--- src/alr_pkg.sv ---
`default_nettype none

package alr_pkg;

    // coordinate and derived datapath widths
    localparam int CW     = 32;           // coordinate width
    localparam int DW     = CW + 1;       // vertex difference / magnitude
    localparam int STEP_W = 31;           // step register width
    localparam int SQW    = 2 * CW;       // sum of squares, root radicand
    localparam int LW     = CW + 3;       // segment length
    localparam int TW     = LW + 1;       // carried plus length, quotient
    localparam int DDW    = 64;           // distance along segment, wraps mod 2^64
    localparam int PW     = DW + DDW;     // magnitude times distance
    localparam int NW     = PW + 1;       // product plus half divisor

    localparam int MAX_PER_SEGMENT = 62;
    localparam int MW   = $clog2(MAX_PER_SEGMENT + 1);
    localparam int CNTW = $clog2(NW);

    localparam logic [STEP_W-1:0] STEP_RESET = STEP_W'(196608);

    typedef enum logic [4:0] {
        OP_NONE,
        OP_CAPTURE,
        OP_SQX,
        OP_SQY,
        OP_ROOT,
        OP_LEN,
        OP_DIVN,
        OP_SETUP,
        OP_MULX,
        OP_DIVX,
        OP_MULY,
        OP_DIVY,
        OP_EMIT_PT,
        OP_COMMIT,
        OP_EMIT_END,
        OP_EMIT_FIRST
    } dp_op_t;

    typedef struct packed {
        dp_op_t op;
    } dp_cmd_t;

    typedef struct packed {
        logic busy;
        logic len_zero;
        logic loop_done;
        logic end_needed;
        logic slot_free;
    } dp_stat_t;

endpackage

`default_nettype wire

--- src/alr_ctrl.sv ---
`default_nettype none

module alr_ctrl
    import alr_pkg::*;
(
    input  wire logic     clk,
    input  wire logic     rst_n,
    input  wire logic     in_valid,
    input  wire logic     is_first,
    output logic          in_ready,
    input  wire dp_stat_t stat,
    output dp_cmd_t       cmd
);

    typedef enum logic [14:0] {
        S_IDLE       = 15'b000000000000001,
        S_PREP       = 15'b000000000000010,
        S_SQX        = 15'b000000000000100,
        S_SQY        = 15'b000000000001000,
        S_ROOT       = 15'b000000000010000,
        S_LEN        = 15'b000000000100000,
        S_DIVN       = 15'b000000001000000,
        S_LOOP       = 15'b000000010000000,
        S_MULX       = 15'b000000100000000,
        S_DIVX       = 15'b000001000000000,
        S_MULY       = 15'b000010000000000,
        S_DIVY       = 15'b000100000000000,
        S_EMIT_END   = 15'b001000000000000,
        S_EMIT_FIRST = 15'b010000000000000,
        S_SPARE      = 15'b100000000000000
    } state_t;

    state_t state_reg;
    state_t state_next;

    assign in_ready = (state_reg == S_IDLE);

    always_comb
    begin
        state_next = state_reg;
        cmd.op     = OP_NONE;
        unique case (state_reg)
            S_IDLE:
            begin
                if (in_valid)
                begin
                    cmd.op     = OP_CAPTURE;
                    state_next = is_first ? S_EMIT_FIRST : S_PREP;
                end
            end
            S_PREP:
            begin
                cmd.op     = OP_SQX;
                state_next = S_SQX;
            end
            S_SQX:
            begin
                if (!stat.busy)
                begin
                    cmd.op     = OP_SQY;
                    state_next = S_SQY;
                end
            end
            S_SQY:
            begin
                if (!stat.busy)
                begin
                    cmd.op     = OP_ROOT;
                    state_next = S_ROOT;
                end
            end
            S_ROOT:
            begin
                if (!stat.busy)
                begin
                    cmd.op     = OP_LEN;
                    state_next = S_LEN;
                end
            end
            S_LEN:
            begin
                if (stat.len_zero)
                begin
                    cmd.op     = OP_COMMIT;
                    state_next = stat.end_needed ? S_EMIT_END : S_IDLE;
                end
                else
                begin
                    cmd.op     = OP_DIVN;
                    state_next = S_DIVN;
                end
            end
            S_DIVN:
            begin
                if (!stat.busy)
                begin
                    cmd.op     = OP_SETUP;
                    state_next = S_LOOP;
                end
            end
            S_LOOP:
            begin
                if (stat.loop_done)
                begin
                    cmd.op     = OP_COMMIT;
                    state_next = stat.end_needed ? S_EMIT_END : S_IDLE;
                end
                else
                begin
                    cmd.op     = OP_MULX;
                    state_next = S_MULX;
                end
            end
            S_MULX:
            begin
                if (!stat.busy)
                begin
                    cmd.op     = OP_DIVX;
                    state_next = S_DIVX;
                end
            end
            S_DIVX:
            begin
                if (!stat.busy)
                begin
                    cmd.op     = OP_MULY;
                    state_next = S_MULY;
                end
            end
            S_MULY:
            begin
                if (!stat.busy)
                begin
                    cmd.op     = OP_DIVY;
                    state_next = S_DIVY;
                end
            end
            S_DIVY:
            begin
                if (!stat.busy && stat.slot_free)
                begin
                    cmd.op     = OP_EMIT_PT;
                    state_next = S_LOOP;
                end
            end
            S_EMIT_END:
            begin
                if (stat.slot_free)
                begin
                    cmd.op     = OP_EMIT_END;
                    state_next = S_IDLE;
                end
            end
            S_EMIT_FIRST:
            begin
                if (stat.slot_free)
                begin
                    cmd.op     = OP_EMIT_FIRST;
                    state_next = S_IDLE;
                end
            end
            default:
            begin
                state_next = S_IDLE;
            end
        endcase
    end

    always_ff @(posedge clk or negedge rst_n)
    begin
        if (!rst_n)
        begin
            state_reg <= S_IDLE;
        end
        else
        begin
            state_reg <= state_next;
        end
    end

endmodule

`default_nettype wire

--- src/alr_dp.sv ---
`default_nettype none

module alr_dp
    import alr_pkg::*;
(
    input  wire logic                    clk,
    input  wire logic                    rst_n,
    input  wire logic                    step_length_we,
    input  wire logic [STEP_W-1:0]       step_length,
    input  wire logic signed [CW-1:0]    point_x,
    input  wire logic signed [CW-1:0]    point_y,
    input  wire logic                    is_last,
    input  wire dp_cmd_t                 cmd,
    output dp_stat_t                     stat,
    input  wire logic                    out_ready,
    output logic                         out_valid,
    output logic signed [CW-1:0]         out_x,
    output logic signed [CW-1:0]         out_y,
    output logic                         run_last,
    output logic                         path_end,
    output logic                         truncated
);

    typedef enum logic [1:0] {
        MODE_MUL,
        MODE_ROOT,
        MODE_DIV
    } unit_mode_t;

    // state and control
    logic [STEP_W-1:0] step_reg;
    logic [CW-1:0]     prev_x_reg, prev_y_reg;
    logic [CW-1:0]     emitted_x_reg, emitted_y_reg;
    logic [STEP_W-1:0] carried_reg;
    logic              busy_reg;
    logic [CNTW-1:0]   cnt_reg;
    unit_mode_t        mode_reg;
    logic [MW-1:0]     k_reg, m_reg;
    logic              trunc_reg;
    logic              out_valid_reg;

    // payload
    logic [CW-1:0]     px_reg, py_reg;
    logic              last_reg;
    logic [DW-1:0]     dx_reg, dy_reg;
    logic [SQW-1:0]    sqx_reg;
    logic [LW-1:0]     len_reg;
    logic [DDW-1:0]    d_reg;
    logic [CW-1:0]     ox_reg;
    logic [PW-1:0]     ma_reg, acc_reg;
    logic [DDW-1:0]    mb_reg;
    logic [SQW-1:0]    rv_reg, rres_reg, rbit_reg;
    logic [NW-1:0]     num_reg;
    logic [LW-1:0]     dv_reg;
    logic [LW:0]       rem_reg;
    logic [TW-1:0]     q_reg;
    logic [CW-1:0]     out_x_reg, out_y_reg;
    logic              run_last_reg, path_end_reg, trunc_out_reg;

    logic [STEP_W-1:0] step_eff;
    logic [DW-1:0]     dx_in, dy_in, ax, ay, mx, sx, sy;
    logic [1:0]        sh;
    logic [PW-1:0]     acc_it;
    logic [SQW-1:0]    rt;
    logic              rge;
    logic [LW:0]       dsh;
    logic              dge;
    logic [CW-1:0]     ptx, pty;
    logic              pt_differs;
    logic              slot_free;
    logic              unit_start;
    logic              out_load;

    assign step_eff = (step_reg == '0) ? STEP_W'(1) : step_reg;

    assign dx_in = {point_x[CW-1], point_x} - {prev_x_reg[CW-1], prev_x_reg};
    assign dy_in = {point_y[CW-1], point_y} - {prev_y_reg[CW-1], prev_y_reg};
    assign ax    = dx_reg[DW-1] ? (DW'(0) - dx_reg) : dx_reg;
    assign ay    = dy_reg[DW-1] ? (DW'(0) - dy_reg) : dy_reg;
    assign mx    = (ax > ay) ? ax : ay;
    // prescale so both magnitudes square within the radicand
    assign sh    = mx[DW-1] ? 2'd2 : (mx[DW-2] ? 2'd1 : 2'd0);
    assign sx    = ax >> sh;
    assign sy    = ay >> sh;

    assign acc_it = mb_reg[0] ? (acc_reg + ma_reg) : acc_reg;
    assign rt     = rres_reg + rbit_reg;
    assign rge    = (rv_reg >= rt);
    assign dsh    = {rem_reg[LW-1:0], num_reg[NW-1]};
    assign dge    = (dsh >= {1'b0, dv_reg});

    assign ptx = dx_reg[DW-1] ? (prev_x_reg - ox_reg) : (prev_x_reg + ox_reg);
    assign pty = dy_reg[DW-1] ? (prev_y_reg - q_reg[CW-1:0]) : (prev_y_reg + q_reg[CW-1:0]);
    assign pt_differs = (ptx != px_reg) || (pty != py_reg);

    assign slot_free = !out_valid_reg || out_ready;

    assign unit_start = (cmd.op == OP_SQX) || (cmd.op == OP_SQY) || (cmd.op == OP_ROOT)
                     || (cmd.op == OP_DIVN) || (cmd.op == OP_MULX) || (cmd.op == OP_DIVX)
                     || (cmd.op == OP_MULY) || (cmd.op == OP_DIVY);

    // a result enters the output register
    assign out_load = (cmd.op == OP_EMIT_PT) || (cmd.op == OP_EMIT_END)
                   || (cmd.op == OP_EMIT_FIRST);

    assign stat.busy       = busy_reg;
    assign stat.len_zero   = (len_reg == '0);
    assign stat.loop_done  = (k_reg == m_reg);
    assign stat.end_needed = last_reg && ((px_reg != emitted_x_reg) || (py_reg != emitted_y_reg));
    assign stat.slot_free  = slot_free;

    assign out_valid = out_valid_reg;
    assign out_x     = out_x_reg;
    assign out_y     = out_y_reg;
    assign run_last  = run_last_reg;
    assign path_end  = path_end_reg;
    assign truncated = trunc_out_reg;

    // control and architectural state
    always_ff @(posedge clk or negedge rst_n)
    begin
        if (!rst_n)
        begin
            step_reg      <= STEP_RESET;
            prev_x_reg    <= '0;
            prev_y_reg    <= '0;
            emitted_x_reg <= '0;
            emitted_y_reg <= '0;
            carried_reg   <= '0;
            busy_reg      <= 1'b0;
            cnt_reg       <= '0;
            mode_reg      <= MODE_MUL;
            k_reg         <= '0;
            m_reg         <= '0;
            trunc_reg     <= 1'b0;
            out_valid_reg <= 1'b0;
        end
        else
        begin
            if (step_length_we)
            begin
                step_reg <= step_length;
            end
            if (out_load)
            begin
                out_valid_reg <= 1'b1;
            end
            else if (out_ready)
            begin
                out_valid_reg <= 1'b0;
            end
            if (busy_reg)
            begin
                if (cnt_reg == '0)
                begin
                    busy_reg <= 1'b0;
                end
                else
                begin
                    cnt_reg <= cnt_reg - CNTW'(1);
                end
            end
            case (cmd.op) inside
                OP_CAPTURE:
                begin
                    trunc_reg <= 1'b0;
                end
                OP_SQX, OP_SQY, OP_MULX, OP_MULY:
                begin
                    busy_reg <= 1'b1;
                    mode_reg <= MODE_MUL;
                    cnt_reg  <= CNTW'(DDW - 1);
                end
                OP_ROOT:
                begin
                    busy_reg <= 1'b1;
                    mode_reg <= MODE_ROOT;
                    cnt_reg  <= CNTW'(SQW / 2 - 1);
                end
                OP_DIVN, OP_DIVX, OP_DIVY:
                begin
                    busy_reg <= 1'b1;
                    mode_reg <= MODE_DIV;
                    cnt_reg  <= CNTW'(NW - 1);
                end
                OP_SETUP:
                begin
                    // quotient is the full point count, remainder the new carry
                    carried_reg <= rem_reg[STEP_W-1:0];
                    k_reg       <= '0;
                    if (q_reg > TW'(MAX_PER_SEGMENT))
                    begin
                        m_reg     <= MW'(MAX_PER_SEGMENT);
                        trunc_reg <= 1'b1;
                    end
                    else
                    begin
                        m_reg     <= q_reg[MW-1:0];
                        trunc_reg <= 1'b0;
                    end
                end
                OP_EMIT_PT:
                begin
                    emitted_x_reg <= ptx;
                    emitted_y_reg <= pty;
                    k_reg         <= k_reg + MW'(1);
                end
                OP_COMMIT:
                begin
                    prev_x_reg <= px_reg;
                    prev_y_reg <= py_reg;
                end
                OP_EMIT_END:
                begin
                    emitted_x_reg <= px_reg;
                    emitted_y_reg <= py_reg;
                end
                OP_EMIT_FIRST:
                begin
                    emitted_x_reg <= px_reg;
                    emitted_y_reg <= py_reg;
                    prev_x_reg    <= px_reg;
                    prev_y_reg    <= py_reg;
                    carried_reg   <= '0;
                end
                default:
                begin
                end
            endcase
        end
    end

    // shared iterative unit and payload
    always_ff @(posedge clk)
    begin
        if (busy_reg)
        begin
            case (mode_reg)
                MODE_MUL:
                begin
                    acc_reg <= acc_it;
                    ma_reg  <= ma_reg << 1;
                    mb_reg  <= mb_reg >> 1;
                end
                MODE_ROOT:
                begin
                    if (rge)
                    begin
                        rv_reg   <= rv_reg - rt;
                        rres_reg <= (rres_reg >> 1) + rbit_reg;
                    end
                    else
                    begin
                        rres_reg <= rres_reg >> 1;
                    end
                    rbit_reg <= rbit_reg >> 2;
                end
                MODE_DIV:
                begin
                    rem_reg <= dge ? (dsh - {1'b0, dv_reg}) : dsh;
                    q_reg   <= {q_reg[TW-2:0], dge};
                    num_reg <= num_reg << 1;
                end
                default:
                begin
                end
            endcase
        end
        case (cmd.op) inside
            OP_CAPTURE:
            begin
                px_reg   <= point_x;
                py_reg   <= point_y;
                last_reg <= is_last;
                dx_reg   <= dx_in;
                dy_reg   <= dy_in;
            end
            OP_SQX:
            begin
                ma_reg  <= PW'(sx);
                mb_reg  <= DDW'(sx);
                acc_reg <= '0;
            end
            OP_SQY:
            begin
                sqx_reg <= acc_reg[SQW-1:0];
                ma_reg  <= PW'(sy);
                mb_reg  <= DDW'(sy);
                acc_reg <= '0;
            end
            OP_ROOT:
            begin
                rv_reg   <= sqx_reg + acc_reg[SQW-1:0];
                rres_reg <= '0;
                rbit_reg <= SQW'(1) << (SQW - 2);
            end
            OP_LEN:
            begin
                len_reg <= LW'(rres_reg[CW-1:0]) << sh;
            end
            OP_DIVN:
            begin
                num_reg <= NW'(TW'(carried_reg) + TW'(len_reg));
                dv_reg  <= LW'(step_eff);
                rem_reg <= '0;
                q_reg   <= '0;
            end
            OP_SETUP:
            begin
                d_reg <= DDW'(step_eff) - DDW'(carried_reg);
            end
            OP_MULX:
            begin
                ma_reg  <= PW'(ax);
                mb_reg  <= d_reg;
                acc_reg <= '0;
            end
            OP_DIVX, OP_DIVY:
            begin
                // round half away from zero on the magnitude
                num_reg <= NW'(acc_reg) + NW'(len_reg >> 1);
                dv_reg  <= len_reg;
                rem_reg <= '0;
                q_reg   <= '0;
            end
            OP_MULY:
            begin
                ox_reg  <= q_reg[CW-1:0];
                ma_reg  <= PW'(ay);
                mb_reg  <= d_reg;
                acc_reg <= '0;
            end
            OP_EMIT_PT:
            begin
                out_x_reg     <= ptx;
                out_y_reg     <= pty;
                run_last_reg  <= (k_reg == (m_reg - MW'(1))) && !(last_reg && pt_differs);
                path_end_reg  <= (k_reg == (m_reg - MW'(1))) && last_reg && !pt_differs;
                trunc_out_reg <= trunc_reg;
                d_reg         <= d_reg + DDW'(step_eff);
            end
            OP_EMIT_END:
            begin
                out_x_reg     <= px_reg;
                out_y_reg     <= py_reg;
                run_last_reg  <= 1'b1;
                path_end_reg  <= 1'b1;
                trunc_out_reg <= trunc_reg;
            end
            OP_EMIT_FIRST:
            begin
                out_x_reg     <= px_reg;
                out_y_reg     <= py_reg;
                run_last_reg  <= 1'b1;
                path_end_reg  <= last_reg;
                trunc_out_reg <= 1'b0;
            end
            default:
            begin
            end
        endcase
    end

    a_emit_needs_slot: assert property (@(posedge clk) disable iff (!rst_n)
        out_load |-> slot_free)
        else $error("result loaded while output register still full");

    a_start_when_idle: assert property (@(posedge clk) disable iff (!rst_n)
        unit_start |-> !busy_reg)
        else $error("iterative unit restarted while busy");

    a_k_bounded: assert property (@(posedge clk) disable iff (!rst_n)
        k_reg <= m_reg)
        else $error("point index ran past point count");

    a_valid_from_emit: assert property (@(posedge clk) disable iff (!rst_n)
        $rose(out_valid_reg)
        |-> ($past(cmd.op) == OP_EMIT_PT || $past(cmd.op) == OP_EMIT_END
             || $past(cmd.op) == OP_EMIT_FIRST))
        else $error("output valid without an emit");

endmodule

`default_nettype wire

--- src/polyline_arc_length_resampler.sv ---
`default_nettype none

// Polyline arc-length resampler. Vertices (signed Q16.16) come in one beat
// at a time with first/last marks; the block returns points spaced
// step_length apart along the path, carrying leftover distance across
// vertices. A first vertex is returned as is. Any other vertex first goes
// through setup: squares of the offsets on a 64-step shift-add multiplier,
// a 32-step square root and a 98-step restoring divide for the point count.
// Each spaced point then takes two multiplies and two divides on the same
// shared unit; a segment is capped at 62 points, plus one more beat for the
// true endpoint at a last vertex if that point was not already emitted.
// One vertex is worked on at a time; the next input beat is taken once all
// results of the current one are loaded into the output register, which
// holds a result while the consumer stalls.
// step_length may only be written while the block is idle.
module polyline_arc_length_resampler
    import alr_pkg::*;
(
    input  wire logic                 clk,
    input  wire logic                 rst_n,
    // configuration
    input  wire logic                 step_length_we,
    input  wire logic [STEP_W-1:0]    step_length,
    // vertex beats
    input  wire logic                 in_valid,
    output logic                      in_ready,
    input  wire logic signed [CW-1:0] point_x,
    input  wire logic signed [CW-1:0] point_y,
    input  wire logic                 is_first,
    input  wire logic                 is_last,
    // resampled point beats
    output logic                      out_valid,
    input  wire logic                 out_ready,
    output logic signed [CW-1:0]      out_x,
    output logic signed [CW-1:0]      out_y,
    output logic                      run_last,
    output logic                      path_end,
    output logic                      truncated
);

    dp_cmd_t  cmd;
    dp_stat_t stat;

    // sequencing of the per-vertex work
    alr_ctrl u_ctrl (
        .clk      (clk),
        .rst_n    (rst_n),
        .in_valid (in_valid),
        .is_first (is_first),
        .in_ready (in_ready),
        .stat     (stat),
        .cmd      (cmd)
    );

    // path state, shared multiply/root/divide unit and output register
    alr_dp u_dp (
        .clk            (clk),
        .rst_n          (rst_n),
        .step_length_we (step_length_we),
        .step_length    (step_length),
        .point_x        (point_x),
        .point_y        (point_y),
        .is_last        (is_last),
        .cmd            (cmd),
        .stat           (stat),
        .out_ready      (out_ready),
        .out_valid      (out_valid),
        .out_x          (out_x),
        .out_y          (out_y),
        .run_last       (run_last),
        .path_end       (path_end),
        .truncated      (truncated)
    );

endmodule

`default_nettype wire

--- config.mk ---
export PLATFORM = sky130hd
export DESIGN_NAME = polyline_arc_length_resampler
export DESIGN_NICKNAME = d
export VERILOG_FILES = /design/src/alr_pkg.sv /design/src/alr_ctrl.sv /design/src/alr_dp.sv /design/src/polyline_arc_length_resampler.sv
export SDC_FILE = /design/constraint.sdc
export NUM_CORES = 2
export LEC_CHECK = 0
export ABC_CLOCK_PERIOD_IN_PS = 8300
export BUFFER_PORTS_ARGS = -buffer_cell sky130_fd_sc_hd__buf_2
export CAP_MARGIN = 0
export CORE_MARGIN = 2
export CORE_UTILIZATION = 45
export CTS_CLUSTER_DIAMETER = 150
export DETAILED_ROUTE_END_ITERATION = 12
export SLEW_MARGIN = 10
export SYNTH_ARGS = -nofsm -noshare
export SYNTH_HDL_FRONTEND = slang
export SYNTH_HIERARCHICAL = 1
export SYNTH_SLANG_ARGS = --single-unit
--- constraint.sdc ---
create_clock -name clk -period 8.3 [get_ports clk]
set_clock_uncertainty 0.05 [all_clocks]
set_input_delay 0.83 -clock clk [delete_from_list [all_inputs] [get_ports clk]]
set_output_delay 0.83 -clock clk [all_outputs]
set_load 0.02 [all_outputs]
==> reports/qor.txt <==
Die X-Extent -> 457.8 um
total number of H-tree levels -> 4
post-synthesis instance area -> 92660 um^2
final HPWL from detailed placement -> 238.9 mm
number of resized instances in the post-cts repair step -> 0
fraction of layout cells with a size suffix above 1 -> 0.06796
final count of hold timing violations -> 0
proportion of register bits with asynchronous set or reset after synthesis -> 0.1788
Non-Filler Cell Area, Final -> 100600 um^2
leakage power figure -> 41.93 nW
start point of the critical path -> u_dp/rres_reg[0]
number of antenna violations at the first check in global routing -> 6
initial DRC count -> 6976
ratio of routed vias to standard cells -> 6.022
remaining max-slew budget at the tightest pin -> 0.1919
number of remaining DRC errors -> 0
detailed-router iteration count before antenna repair -> 6
clock slew at reported path FFs -> 0.06 ns
Clk network pwr share -> 0.162
synth-to-layout area growth -> 8.541%
critical setup path kind -> register to register
data required time at the worst endpoint -> 8.98 ns
Filler Cells Inserted -> 19660
peak supply drop -> 0.2782 mV
data arrival at the endpoint of the critical path -> 7.94 ns
Longest Clk Path Bufs -> 3
IO Count -> 171
unrepaired setup endpoints after global routing -> false
library cells used by synthesis -> 119
Routability Congestion -> 0.9695
worst skew pair latency -> 0.83 ns
Cell Int Power -> 22.20 mW
Die Outline Area -> 209500 um^2
global-route wire length before repair -> 478.5 mm
placed cell areas -> 95420 um^2
buffers added on ports -> 170
part of the cycle the worst path needs -> 0.8736
power per unit of standard cell area -> 428.2 nW/um^2
cts hold-fix bufs -> 0
power share of the combinational group -> 0.589
most area-hungry cell type in the Yosys netlist -> edfxtp_1
Final Power -> 43.07 mW
Routed Antenna Nets -> 0
post-layout net count -> 11820
R2R Path Start -> u_dp/rres_reg[0]
number of buffers and inverters on the critical path -> 2
number of sinks on the clock net -> 1275
switching power -> 20.86 mW
number of clock buffers inserted by TritonCTS -> 153
actual slew at the worst max-slew pin -> 1.212 ns
sequential-to-total area share from yosys stat -> 0.3341
top post-synthesis cells by area -> edfxtp_1 14%, dfxtp_1 13%, ha_1 9.2%, nand2_1 6.6%, a21oi_1 6.1%
clock root buffer -> clkbuf_16
number of enable-type register cells in the synthesized netlist -> 428
largest net degree at the start of global routing -> 136
vias -> 83390
Top FF cell, synth -> dfxtp_1
slowest stage delay, CP -> 0.54 ns
leading post-synthesis cells by instance count -> 1636 x nand2_1, 1129 x a21oi_1, 739 x nor2_1
Sw Ratio -> 0.4845
number of cells traversed by the worst register-to-register path -> 28
overall routing resource usage -> 0.2913
yosys warns -> 6
global route overflow -> 0
standard cell core area -> 204600 um^2
most frequently used cell type in the post-synthesis netlist -> nand2_1
number of storage elements in the synthesis netlist -> 1275
number of global-route vias before repair -> 78450
Wirelength per Cell -> 22.81 um
max frequency -> 137.9 MHz
clock tree from TritonCTS -> built
Max Transition Viols Final -> 0
type of element capturing the critical path -> register
fraction of synthesized cell area taken by the top area cell type -> 0.1387
time the final worst path needs with I/O delays and setup -> 7.251 ns
CP Max Fanout -> 25
library cell contributing the largest single delay on the critical path -> o21ai_0
result of the run -> finished, final reports clean
buffers inserted during post-CTS setup optimization -> 0
max-cap viol count -> 0
starting utilization of the core area -> 0.4529
CP Launch Type -> register
final wirelength -> 315.9 mm
setup_tns -> 0 ns
nets in the synthesized netlist -> 12010
max FFs per register -> 98
logic depth of the worst setup path including buffers -> 28
FP Rows -> 166
Crit path max-delay family -> compound AO/OA/AOI/OAI gates
Final setup viols -> 0
Min-Delay Path Class -> primary input to async pin
Seq pwr share -> 0.250
height of the chip -> 457.8 um
mean instance size in the synthesized netlist -> 8.260 um^2
Post-Synthesis Cells -> 11220
## power groups by stage
stage | sequential [mW] | combinational [mW] | clock [mW]
2_1_floorplan | 9.67 | 19.0 | 0
3_3_place_gp | 10.8 | 24.7 | 0
3_5_place_dp | 10.8 | 24.8 | 0
4_1_cts | 10.7 | 25.0 | 7.11
5_1_grt | 10.9 | 27.9 | 7.34
6_report | 10.7 | 25.3 | 6.97
## cell usage in the layout, fill, tap and decap left out, drive strengths merged, types with 225 or more instances in the layout
| cell | instances |
|---|---|
| nand2 | 1638 |
| a21oi | 1130 |
| nor2 | 739 |
| o21ai | 684 |
| ha | 679 |
| dfxtp | 619 |
| xnor2 | 509 |
| edfxtp | 428 |
| inv | 411 |
| xor2 | 371 |
| a21o | 365 |
| nand3 | 280 |
| buf | 268 |
| nor3 | 242 |
| dfrtp | 225 |
## cell families (layout without fill, tap and decap cells)
| logic type | Yosys count | after routing | share of synthesized area |
|---|---|---|---|
| AND/OR/NAND/NOR | 3714 | 3714 | 0.1835 |
| XOR/XNOR | 891 | 891 | 0.08595 |
| other | 2 | 6 | 0.00008105 |
| adder cells (fa/ha/maj) | 693 | 693 | 0.09471 |
| flip-flops | 1275 | 1275 | 0.3341 |
| AO/OA/AOI/OAI | 3321 | 3321 | 0.2239 |
| buffers and inverters | 1013 | 950 | 0.04301 |
| multiplexers | 308 | 308 | 0.03474 |
## metal layers
metal | GRT usage | vias to the layer above | share of wire
met3 | 0.03687 | 547 | 0.059
li1 | - | 40090 | -
met2 | 0.4534 | 2745 | 0.44
met4 | 0.1255 | 0 | 0.046
met1 | 0.4053 | 40000 | 0.46
met5 | 0 | - | 0
## path summary, 6_finish.rpt
check / endpoint / slack [ns]
min reg2reg: u_dp/mb_reg[63] / 0.42
min: u_dp/emitted_y_reg[2] / 0.04
max reg2reg: u_dp/rres_reg[39] / 1.05
max: u_dp/rres_reg[39] / 1.05
min in group clk: u_dp/last_reg / 0.13
max in group asynchronous: u_dp/carried_reg[9] / 6.72
## per-stage QoR
stage,setup slack (ns),std cells,utilization,hold slack (ns)
3_3_place_gp,1.277,13560,0.4664,0.3958
5_1_grt,0.4081,13840,0.4916,0.06978
6_report,1.049,13850,0.4916,0.03570
4_1_cts,1.117,13840,0.4915,0.02305
2_1_floorplan,2.430,11220,-,0.3564
3_5_place_dp,1.144,13560,0.4664,0.4078
## worst register-to-register path: cells and delay by family, from the launching register on
| kind | cells | cell delay (ns) |
|---|---|---|
| compound gates | 13 | 3.47 |
| xor+xnor | 1 | 0.19 |
| fa+ha+maj | 3 | 1.02 |
| buf+inv | 2 | 0.49 |
| flops | 1 | 0.40 |
| simple gates | 9 | 1.54 |
## layout make-up
type / count / area, um^2 / area share
Antenna cell: 4 / 10.01 / 0.00009953
Tap cell: 2688 / 3363 / 0.03344
Timing Repair Buffer: 268 / 1672 / 0.01662
Clock inverter: 78 / 837.1 / 0.008323
Sequential cell: 1275 / 30950 / 0.3078
Clock buffer: 203 / 4302 / 0.04277
Inverter: 401 / 1516 / 0.01508
Multi-Input combinational cell: 8929 / 57920 / 0.5759
Power figures use the tool's default switching activity.
